==> src/design/grid_path_reachability_assert.svh <==
// ---------------------------------------------------------------------------
// Assertion macros for the grid path reachability block.
// ---------------------------------------------------------------------------
`ifndef GRID_PATH_REACHABILITY_ASSERT_SVH
`define GRID_PATH_REACHABILITY_ASSERT_SVH
`ifndef ASSERT_OFF
`define GPR_ASSERT_IMPL(label, clk, rst, prop, msg) \
   label: assert property (@(posedge clk) disable iff (rst) prop) else $error(msg);
`define GPR_ASSERT_ALWAYS(label, clk, rst, prop, msg) \
   label: assert property (@(posedge clk) prop) else $error(msg);
`else
`define GPR_ASSERT_IMPL(label, clk, rst, prop, msg)
`define GPR_ASSERT_ALWAYS(label, clk, rst, prop, msg)
`endif
`endif

==> src/design/gpr_pkg.sv <==
// ---------------------------------------------------------------------------
// gpr_pkg
// Shared types and codes for the grid path reachability block.
// ---------------------------------------------------------------------------
`default_nettype none
package gpr_pkg;
   localparam logic OP_WRITE = 1'b0;
   localparam logic OP_QUERY = 1'b1;

   typedef enum logic [2:0] {
      ST_INIT,
      ST_IDLE,
      ST_CLEAR,
      ST_SWEEP,
      ST_CHECK,
      ST_FINISH,
      ST_RESULT
   } state_type;
endpackage
`default_nettype wire

==> src/design/grid_path_reachability.sv <==
// The block holds a GRID_SIZE square occupancy grid in a RAM of one row per
// word and answers 4-connected path queries by flood fill. A write beat is
// accepted, then its row is read and written back with the new cell; a write
// outside the grid changes nothing. No new beat is taken before a beat is
// done. A query beat first clears the reached-row RAM. It then sweeps the
// rows top to bottom and back again; each row is read, then grown and written
// back. Each row is grown horizontally until it is stable within the row.
// Passes repeat until one pass changes nothing, so at least two passes run,
// and their number grows with the number of times a path has to turn back
// vertically. A query whose source lies outside the grid skips the sweeps
// and is answered as unreachable. The answer goes to an output register, and
// the next beat may be accepted while it waits. A later answer waits in its
// last state until that register is free. After reset the occupancy RAM is
// cleared before the first beat is taken.
// ---------------------------------------------------------------------------
// grid_path_reachability
// Occupancy grid with flood-fill path queries.
// ---------------------------------------------------------------------------
`default_nettype none
`include "grid_path_reachability_assert.svh"
module grid_path_reachability #(
   parameter int GRID_SIZE = 16
) (
   input  wire logic       clock,
   input  wire logic       reset,
   input  wire logic       req_valid,
   output logic            req_ready,
   input  wire logic       req_op,
   input  wire logic [3:0] req_src_x,
   input  wire logic [3:0] req_src_y,
   input  wire logic [3:0] req_dst_x,
   input  wire logic [3:0] req_dst_y,
   input  wire logic       req_occupied,
   output logic            rsp_valid,
   input  wire logic       rsp_ready,
   output logic            rsp_reachable
);
   localparam int AW = (GRID_SIZE > 1) ? $clog2(GRID_SIZE) : 1;
   localparam int CW = $clog2(GRID_SIZE + 1);

   gpr_pkg::state_type state_ff, state_in;
   logic [CW-1:0] row_ff, row_in;       // current row of a pass
   logic          dir_ff, dir_in;       // 0 downward, 1 upward
   logic          phase_ff, phase_in;   // 0 issue read, 1 data back
   logic          changed_ff, changed_in;
   logic          op_ff, occ_ff, src_ok_ff, dst_ok_ff;
   logic [AW-1:0] sx_ff, sy_ff, dx_ff, dy_ff;
   logic          wr_pend_ff, wr_pend_in;
   logic          rsp_valid_ff, rsp_valid_in, reach_ff, reach_in;
   logic          ans_ff, ans_in;           // answer waiting for the output register
   logic [GRID_SIZE-1:0] prev_ff, prev_in;  // reached row just processed

   logic              occ_we, rch_we;
   logic [AW-1:0]     occ_wa, rch_wa, occ_ra, rch_ra;
   logic [GRID_SIZE-1:0] occ_wd, rch_wd, occ_rd, rch_rd, nb_rd;
   logic [AW-1:0]     nb_ra;

   gpr_ram #(.WIDTH(GRID_SIZE), .DEPTH(GRID_SIZE)) u_occ (
      .clock(clock), .wr_en(occ_we), .wr_addr(occ_wa), .wr_data(occ_wd),
      .rd_addr(occ_ra), .rd_data(occ_rd));
   gpr_ram #(.WIDTH(GRID_SIZE), .DEPTH(GRID_SIZE)) u_rch (
      .clock(clock), .wr_en(rch_we), .wr_addr(rch_wa), .wr_data(rch_wd),
      .rd_addr(rch_ra), .rd_data(rch_rd));
   // The neighbor on the far side of the pass direction is read from a copy.
   gpr_ram #(.WIDTH(GRID_SIZE), .DEPTH(GRID_SIZE)) u_nb (
      .clock(clock), .wr_en(rch_we), .wr_addr(rch_wa), .wr_data(rch_wd),
      .rd_addr(nb_ra), .rd_data(nb_rd));

   logic [AW-1:0] row_a;
   logic          has_next;
   logic [GRID_SIZE-1:0] pass_row, grow, seed, src_bit;

   assign row_a = row_ff[AW-1:0];

   // Horizontal spread within one row: doubling steps reach any run length.
   function automatic logic [GRID_SIZE-1:0] spread(input logic [GRID_SIZE-1:0] s,
                                                  input logic [GRID_SIZE-1:0] p);
      logic [GRID_SIZE-1:0] gl, gr, al, ar;
      gl = s & p;
      gr = gl;
      al = p;
      ar = p;
      for (int k = 1; k < GRID_SIZE; k = k * 2) begin
         gl = gl | (al & (gl << k));
         al = al & (al << k);
         gr = gr | (ar & (gr >> k));
         ar = ar & (ar >> k);
      end
      return gl | gr;
   endfunction

   always_comb begin
      src_bit = '0;
      src_bit[sx_ff] = 1'b1;
      pass_row = ~occ_rd;
      seed = rch_rd | prev_ff;
      if (row_a == sy_ff) begin
         // The source counts as free and seeds its own row.
         pass_row = pass_row | src_bit;
         seed = seed | src_bit;
      end
      if (dir_ff ? (row_ff != '0) : (row_ff != CW'(GRID_SIZE - 1))) begin
         seed = seed | nb_rd;
      end
      grow = spread(seed, pass_row);
   end

   always_comb begin
      state_in = state_ff;
      row_in = row_ff;
      dir_in = dir_ff;
      phase_in = phase_ff;
      changed_in = changed_ff;
      wr_pend_in = 1'b0;
      rsp_valid_in = rsp_valid_ff;
      reach_in = reach_ff;
      ans_in = ans_ff;
      prev_in = prev_ff;
      req_ready = 1'b0;
      occ_we = 1'b0; occ_wa = row_a; occ_wd = '0; occ_ra = row_a;
      rch_we = 1'b0; rch_wa = row_a; rch_wd = '0; rch_ra = row_a;
      nb_ra = dir_ff ? AW'(row_ff - 1'b1) : AW'(row_ff + 1'b1);
      has_next = dir_ff ? (row_ff != '0) : (row_ff != CW'(GRID_SIZE - 1));
      if (rsp_valid_ff && rsp_ready) begin
         rsp_valid_in = 1'b0;
      end
      case (state_ff)
         gpr_pkg::ST_INIT: begin
            occ_we = 1'b1;
            rch_we = 1'b1;
            row_in = row_ff + 1'b1;
            if (row_ff == CW'(GRID_SIZE - 1)) begin
               state_in = gpr_pkg::ST_IDLE;
            end
         end
         gpr_pkg::ST_IDLE: begin
            occ_ra = sy_ff;
            if (wr_pend_ff) begin
               // Row read issued last cycle is back; modify and write.
               occ_we = 1'b1;
               occ_wa = sy_ff;
               occ_wd = occ_rd;
               occ_wd[sx_ff] = occ_ff;
            end else if (op_ff == gpr_pkg::OP_WRITE && phase_ff) begin
               phase_in = 1'b0;
               wr_pend_in = 1'b1;
            end else begin
               req_ready = 1'b1;
               if (req_valid && req_ready) begin
                  if (req_op == gpr_pkg::OP_QUERY) begin
                     state_in = gpr_pkg::ST_CLEAR;
                     row_in = '0;
                  end else begin
                     phase_in = (req_src_x < GRID_SIZE) && (req_src_y < GRID_SIZE);
                  end
               end
            end
         end
         gpr_pkg::ST_CLEAR: begin
            rch_we = 1'b1;
            row_in = row_ff + 1'b1;
            if (row_ff == CW'(GRID_SIZE - 1)) begin
               if (!src_ok_ff) begin
                  ans_in = 1'b0;
                  state_in = gpr_pkg::ST_RESULT;
               end else begin
                  state_in = gpr_pkg::ST_SWEEP;
                  row_in = '0;
                  dir_in = 1'b0;
                  phase_in = 1'b0;
                  changed_in = 1'b0;
                  prev_in = '0;
               end
            end
         end
         gpr_pkg::ST_SWEEP: begin
            if (!phase_ff) begin
               phase_in = 1'b1;
            end else begin
               rch_we = 1'b1;
               rch_wd = grow;
               if (rch_wd != rch_rd) begin
                  changed_in = 1'b1;
               end
               prev_in = rch_wd;
               phase_in = 1'b0;
               if (has_next) begin
                  row_in = dir_ff ? row_ff - 1'b1 : row_ff + 1'b1;
               end else begin
                  prev_in = '0;
                  if (!changed_in) begin
                     state_in = gpr_pkg::ST_CHECK;
                     row_in = CW'(dy_ff);
                  end else begin
                     dir_in = !dir_ff;
                     changed_in = 1'b0;
                  end
               end
            end
         end
         gpr_pkg::ST_CHECK: begin
            rch_ra = dy_ff;
            state_in = gpr_pkg::ST_FINISH;
         end
         gpr_pkg::ST_FINISH: begin
            ans_in = dst_ok_ff && rch_rd[dx_ff];
            state_in = gpr_pkg::ST_RESULT;
         end
         gpr_pkg::ST_RESULT: begin
            // Wait here until the output register is free or being emptied.
            if (!rsp_valid_ff || rsp_ready) begin
               rsp_valid_in = 1'b1;
               reach_in = ans_ff;
               state_in = gpr_pkg::ST_IDLE;
               phase_in = 1'b0;
            end
         end
         default: state_in = gpr_pkg::ST_INIT;
      endcase
   end

   always_ff @(posedge clock) begin
      if (reset) begin
         state_ff <= gpr_pkg::ST_INIT;
         row_ff <= '0;
         dir_ff <= 1'b0;
         phase_ff <= 1'b0;
         changed_ff <= 1'b0;
         wr_pend_ff <= 1'b0;
         rsp_valid_ff <= 1'b0;
         op_ff <= gpr_pkg::OP_QUERY;
      end else begin
         state_ff <= state_in;
         row_ff <= row_in;
         dir_ff <= dir_in;
         phase_ff <= phase_in;
         changed_ff <= changed_in;
         wr_pend_ff <= wr_pend_in;
         rsp_valid_ff <= rsp_valid_in;
         if (req_valid && req_ready) begin
            op_ff <= req_op;
         end
      end
   end

   always_ff @(posedge clock) begin
      reach_ff <= reach_in;
      ans_ff <= ans_in;
      prev_ff <= prev_in;
      if (req_valid && req_ready) begin
         occ_ff <= req_occupied;
         sx_ff <= AW'(req_src_x);
         sy_ff <= AW'(req_src_y);
         dx_ff <= AW'(req_dst_x);
         dy_ff <= AW'(req_dst_y);
         src_ok_ff <= (req_src_x < GRID_SIZE) && (req_src_y < GRID_SIZE);
         dst_ok_ff <= (req_dst_x < GRID_SIZE) && (req_dst_y < GRID_SIZE);
      end
   end

   assign rsp_valid = rsp_valid_ff;
   assign rsp_reachable = reach_ff;

   `GPR_ASSERT_IMPL(a_ready_idle, clock, reset, req_ready |-> state_ff == gpr_pkg::ST_IDLE, "ready outside idle")
   `GPR_ASSERT_IMPL(a_rsp_hold, clock, reset, rsp_valid_ff && !rsp_ready |=> rsp_valid_ff && $stable(reach_ff), "result changed while waiting")
   `GPR_ASSERT_IMPL(a_result_after, clock, reset, $rose(rsp_valid_ff) |-> $past(state_ff) == gpr_pkg::ST_RESULT, "result without query end")
   `GPR_ASSERT_ALWAYS(a_reset_quiet, clock, 1'b0, reset |=> !rsp_valid_ff && !req_ready, "activity after reset")
endmodule
`default_nettype wire

==> src/design/gpr_ram.sv <==
// ---------------------------------------------------------------------------
// gpr_ram
// Generic single write port, single read port RAM with registered read.
// ---------------------------------------------------------------------------
`default_nettype none
module gpr_ram #(
   parameter int WIDTH = 16,
   parameter int DEPTH = 16
) (
   input  wire logic                     clock,
   input  wire logic                     wr_en,
   input  wire logic [$clog2(DEPTH)-1:0] wr_addr,
   input  wire logic [WIDTH-1:0]         wr_data,
   input  wire logic [$clog2(DEPTH)-1:0] rd_addr,
   output logic      [WIDTH-1:0]         rd_data
);
   logic [WIDTH-1:0] mem [DEPTH];

   always_ff @(posedge clock) begin
      if (wr_en) begin
         mem[wr_addr] <= wr_data;
      end
      rd_data <= mem[rd_addr];
   end
endmodule
`default_nettype wire
==> config.mk <==
export PLATFORM = sky130hd
export DESIGN_NAME = grid_path_reachability
export DESIGN_NICKNAME = d
export VERILOG_FILES = /design/src/design/gpr_pkg.sv /design/src/design/grid_path_reachability.sv /design/src/design/gpr_ram.sv
export VERILOG_INCLUDE_DIRS = /design/src /design/src/design
export SDC_FILE = /design/constraint.sdc
export NUM_CORES = 1
export LEC_CHECK = 0
export ABC_AREA = 1
export BUFFER_PORTS_ARGS = -buffer_cell sky130_fd_sc_hd__buf_2
export CAP_MARGIN = 40
export CORE_AREA = 2 2 292 294
export CTS_CLUSTER_SIZE = 24
export DETAILED_ROUTE_END_ITERATION = 16
export DIE_AREA = 0 0 294 296
export SYNTH_ARGS = -nofsm -noshare
export SYNTH_HDL_FRONTEND = slang
export SYNTH_SLANG_ARGS = --single-unit
==> constraint.sdc <==
create_clock -name clock -period 3.7 [get_ports clock]
set_input_delay 0.555 -clock clock [delete_from_list [all_inputs] [get_ports clock]]
set_output_delay 0.555 -clock clock [all_outputs]
set_load 0.05 [all_outputs]
==> run metrics <==
max-slew violations 0; RSZ-0062 raised after global routing false; crit end category flop; syn avg cell area 9.43 um2; clock tree buffer depth 3; Post-Place Cells 4156; Finished Layout Cells 4268; internal cell power ~12 mW; status finished clean; ANT nets after route 0; Psw about 4.7 mW; WL/cell between 15 and 20 um; crit path DAT 3.85 ns; Synth Flop Type edfxtp_1; hold crit path type in2reg; CP dominant cell by count nand2_1; initial antenna violation count 4; Sw Ratio 0.285; capture point of the worst path state_ff[1]; worst reg-to-reg setup slack roughly 0.37 ns; Mapped Area between 20000 and 30000 um2; Synth Register Bits roughly 610; Post-CTS Setup Inserts 0; hold path start req_dst_y[0]; Setup Viol. Count Final 0; First-pass DRT Iterations 8; pwr dens ~500 nW/um2; root buf cell clkbuf_16; Die ar. slightly below 90000 um2; RR Startpoint row_ff[0]; register area 17700 um2; initial DRC count about 2600; vias per cell around 5.3; Post-Syn Nets 3119; DR vias ~22000; final period utilization 0.899; sequential share of power 0.476; Initial Util 0.346; share of layout cells above drive strength 1 0.126; utilization after layout 0.393; total grt overflow 0; number of synthesized flops with an enable pin about 550; Synth cell types 45; ys async rst share 0; synth warn 0; CTS tree yes; critical path peak fanout 8; Startpoint Class flop; n_diodes 0; number of I/O pins 25; Comb power frac 0.167; peak supply drop around 350 uV; Final #Nets approximately 3200; Critical R2R Capture state_ff[1]; normalized max-slew margin 0.365; number of max-cap violations 0; GP Congestion just over 0.9; HPWL Detailed between 50000 and 60000 um; worst slew pin tran between 0.9 and 1 ns; worst-skew pair later-pin latency approximately 0.63 ns; global-route wire length before repair approximately 130000 um; fillcell total slightly above 8000; clock share of power 0.357; Design Power ~17 mW; row count roughly 110; Port Buffers 24; sequential-to-total area share from yosys stat 0.606; Resized Gates After CTS 0; worst setup path startpoint row_ff[0]; hold_buf cts 0; largest net degree at the start of global routing around 130; vias in the first global route ~21000; Final min period 3.33 ns; Core Box Area 84200 um2; DRT Wirelength 85100 um; clk slew on worst S/H paths roughly 0.060 ns; placed cell area ~31000 um2; CP peak stage delay between 0.3 and 0.4 ns; Crit Path Class reg2reg; setup TNS 0 ns; Chip Height just under 300 um; CP max-delay cell dfxtp_4; H-Tree Depth 2; final hold violation count 0; critical path required time roughly 4.2 ns; area taken by multi-input logic gates 10400 um2; GRT Total Usage 0.191; Worst Reg-to-Reg Cells 25; P_leak ~13 nW; cell count after synthesis roughly 3100; Max Freq 0.301 GHz; total CTS buffers 59; hold path depth 1; # DRC 0; Area growth, synth to finish 13.6%; clk sinks ~610; clk_skew between 0.03 and 0.04 ns; post-route cell area between 30000 and 40000 um2; Die W 294 um
## stage by stage
step / worst slack (ns) / hold WS [ns]
CTS: 0.197 / 0.0662
finish: 0.374 / 0.0959
detailed placement: 0.207 / 0.423
global placement: 0.189 / 0.418
floorplan: 0.452 / 0.400
global route: 0.0359 / 0.0738
## power by group through the flow
stage,logic (mW),registers [mW],clock network [mW]
after floorplan,1.89,7.93,0
after global placement,2.71,8.02,0
after detailed placement,2.73,8.02,0
after CTS,2.75,7.87,6.00
after global routing,3.07,7.90,6.25
final,2.77,7.87,5.91
## cell usage after synthesis, types with 2 or more instances
library cell	n	area [um2]
dfxtp_1	62	1240
o21ai_1	8	40.0
a21oi_1	57	285
mux2_2	32	360
clkbuf_1	150	563
nor2_4	5	56.3
nor2_2	11	68.8
o221ai_1	87	762
ha_1	7	87.6
o21ai_0	299	1500
nand3_4	7	123
inv_1	160	601
o22ai_1	41	257
nand4_1	7	43.8
o211ai_1	43	323
nand3b_4	3	60.1
nand2_4	11	124
xor2_1	4	35.0
xnor2_1	2	17.5
buf_12	2	40.0
o21ai_2	2	17.5
nand3b_1	3	22.5
nand3_2	3	30.0
nor3_1	5	25.0
inv_2	15	56.3
or2_2	2	12.5
edfxtp_1	547	16400
buf_4	3	22.5
buf_6	2	22.5
nand3_1	90	450
nand2_2	27	169
nand2_1	943	3540
nor2_8	2	40.0
nor2_1	432	1620
clkinv_1	6	22.5
## placed cells by master (no fill, tap or decap), types with 7 or more instances in the layout
| master | synthesis | final |
|---|---|---|
| buf_2 | 0 | 25 |
| dfxtp_1 | 62 | 61 |
| nand4_1 | 7 | 7 |
| clkbuf_8 | 0 | 9 |
| edfxtp_1 | 547 | 547 |
| o21ai_0 | 299 | 294 |
| o22ai_1 | 41 | 41 |
| o211ai_1 | 43 | 43 |
| inv_1 | 160 | 157 |
| a21oi_1 | 57 | 56 |
| o221ai_1 | 87 | 87 |
| nand2_1 | 943 | 943 |
| nand3_4 | 7 | 7 |
| nand2_2 | 27 | 27 |
| buf_4 | 3 | 97 |
| clkinv_2 | 0 | 14 |
| nand2_4 | 11 | 12 |
| nor2_2 | 11 | 44 |
| clkbuf_16 | 0 | 60 |
| clkbuf_1 | 150 | 14 |
| mux2_2 | 32 | 32 |
| inv_2 | 15 | 15 |
| clkinv_1 | 6 | 14 |
| nand3_1 | 90 | 89 |
| nor2_1 | 432 | 399 |
## worst max-delay path, delay by kind of cell (launching register included)
kind,cells,cell delay (ns)
and+or+nand+nor,20,1.99
adders and majority gates,2,0.40
DFF,1,0.37
AOI/OAI and AO/OA,1,0.23
buffers and inverters,2,0.21
## worst min-delay path by stage
stage / to / slack (ns)
6_report: dy_ff[0] / 0.1
5_1_grt: sx_ff[0] / 0.07
4_1_cts: sy_ff[1] / 0.07
3_5_place_dp: rsp_reachable / 0.42
3_3_place_gp: rsp_reachable / 0.42
2_1_floorplan: rsp_reachable / 0.40
## layer usage
metal | routed length, um | vias up | GRT usage
met3 | 5670 | 137 | 0.0194
met1 | 38000 | 10808 | 0.270
met2 | 39400 | 889 | 0.310
li1 | - | 10637 | -
met5 | 10 | - | 0
met4 | 2100 | 2 | 0.0596
## state kept, by name (all words and copies together), names as in the netlist
register / count
u_occ.mem: 256
u_rch.mem: 240
prev_ff: 16
u_nb.mem: 16
u_nb.rd_data: 16
u_occ.rd_data: 16
u_rch.rd_data: 16
row_ff: 5
dx_ff: 4
dy_ff: 4
sx_ff: 4
sy_ff: 4
state_ff: 3
ans_ff: 1
changed_ff: 1
dir_ff: 1
occ_ff: 1
op_ff: 1
phase_ff: 1
rsp_reachable: 1
rsp_valid: 1
wr_pend_ff: 1
## layout make-up
class,count,share of cell area
Sequential cell,609,0.534
Multi-Input combinational cell,2143,0.313
Clock buffer,83,0.0507
Tap cell,1090,0.0412
Timing Repair Buffer,134,0.0344
Inverter,181,0.0207
Clock inverter,28,0.00646
## cells by family (layout without fill, tap and decap cells)
family | Yosys count | in the layout | share of synthesized area
AO/OA/AOI/OAI | 542 | 542 | 0.111
XOR/XNOR | 6 | 6 | 0.00180
adder cells (fa/ha/maj) | 7 | 7 | 0.00301
buffers and inverters | 339 | 426 | 0.0457
flip-flops | 609 | 609 | 0.606
multiplexers | 33 | 33 | 0.0127
AND/OR/NAND/NOR | 1554 | 1555 | 0.220
Note: power is estimated with default switching activity, not from simulation.
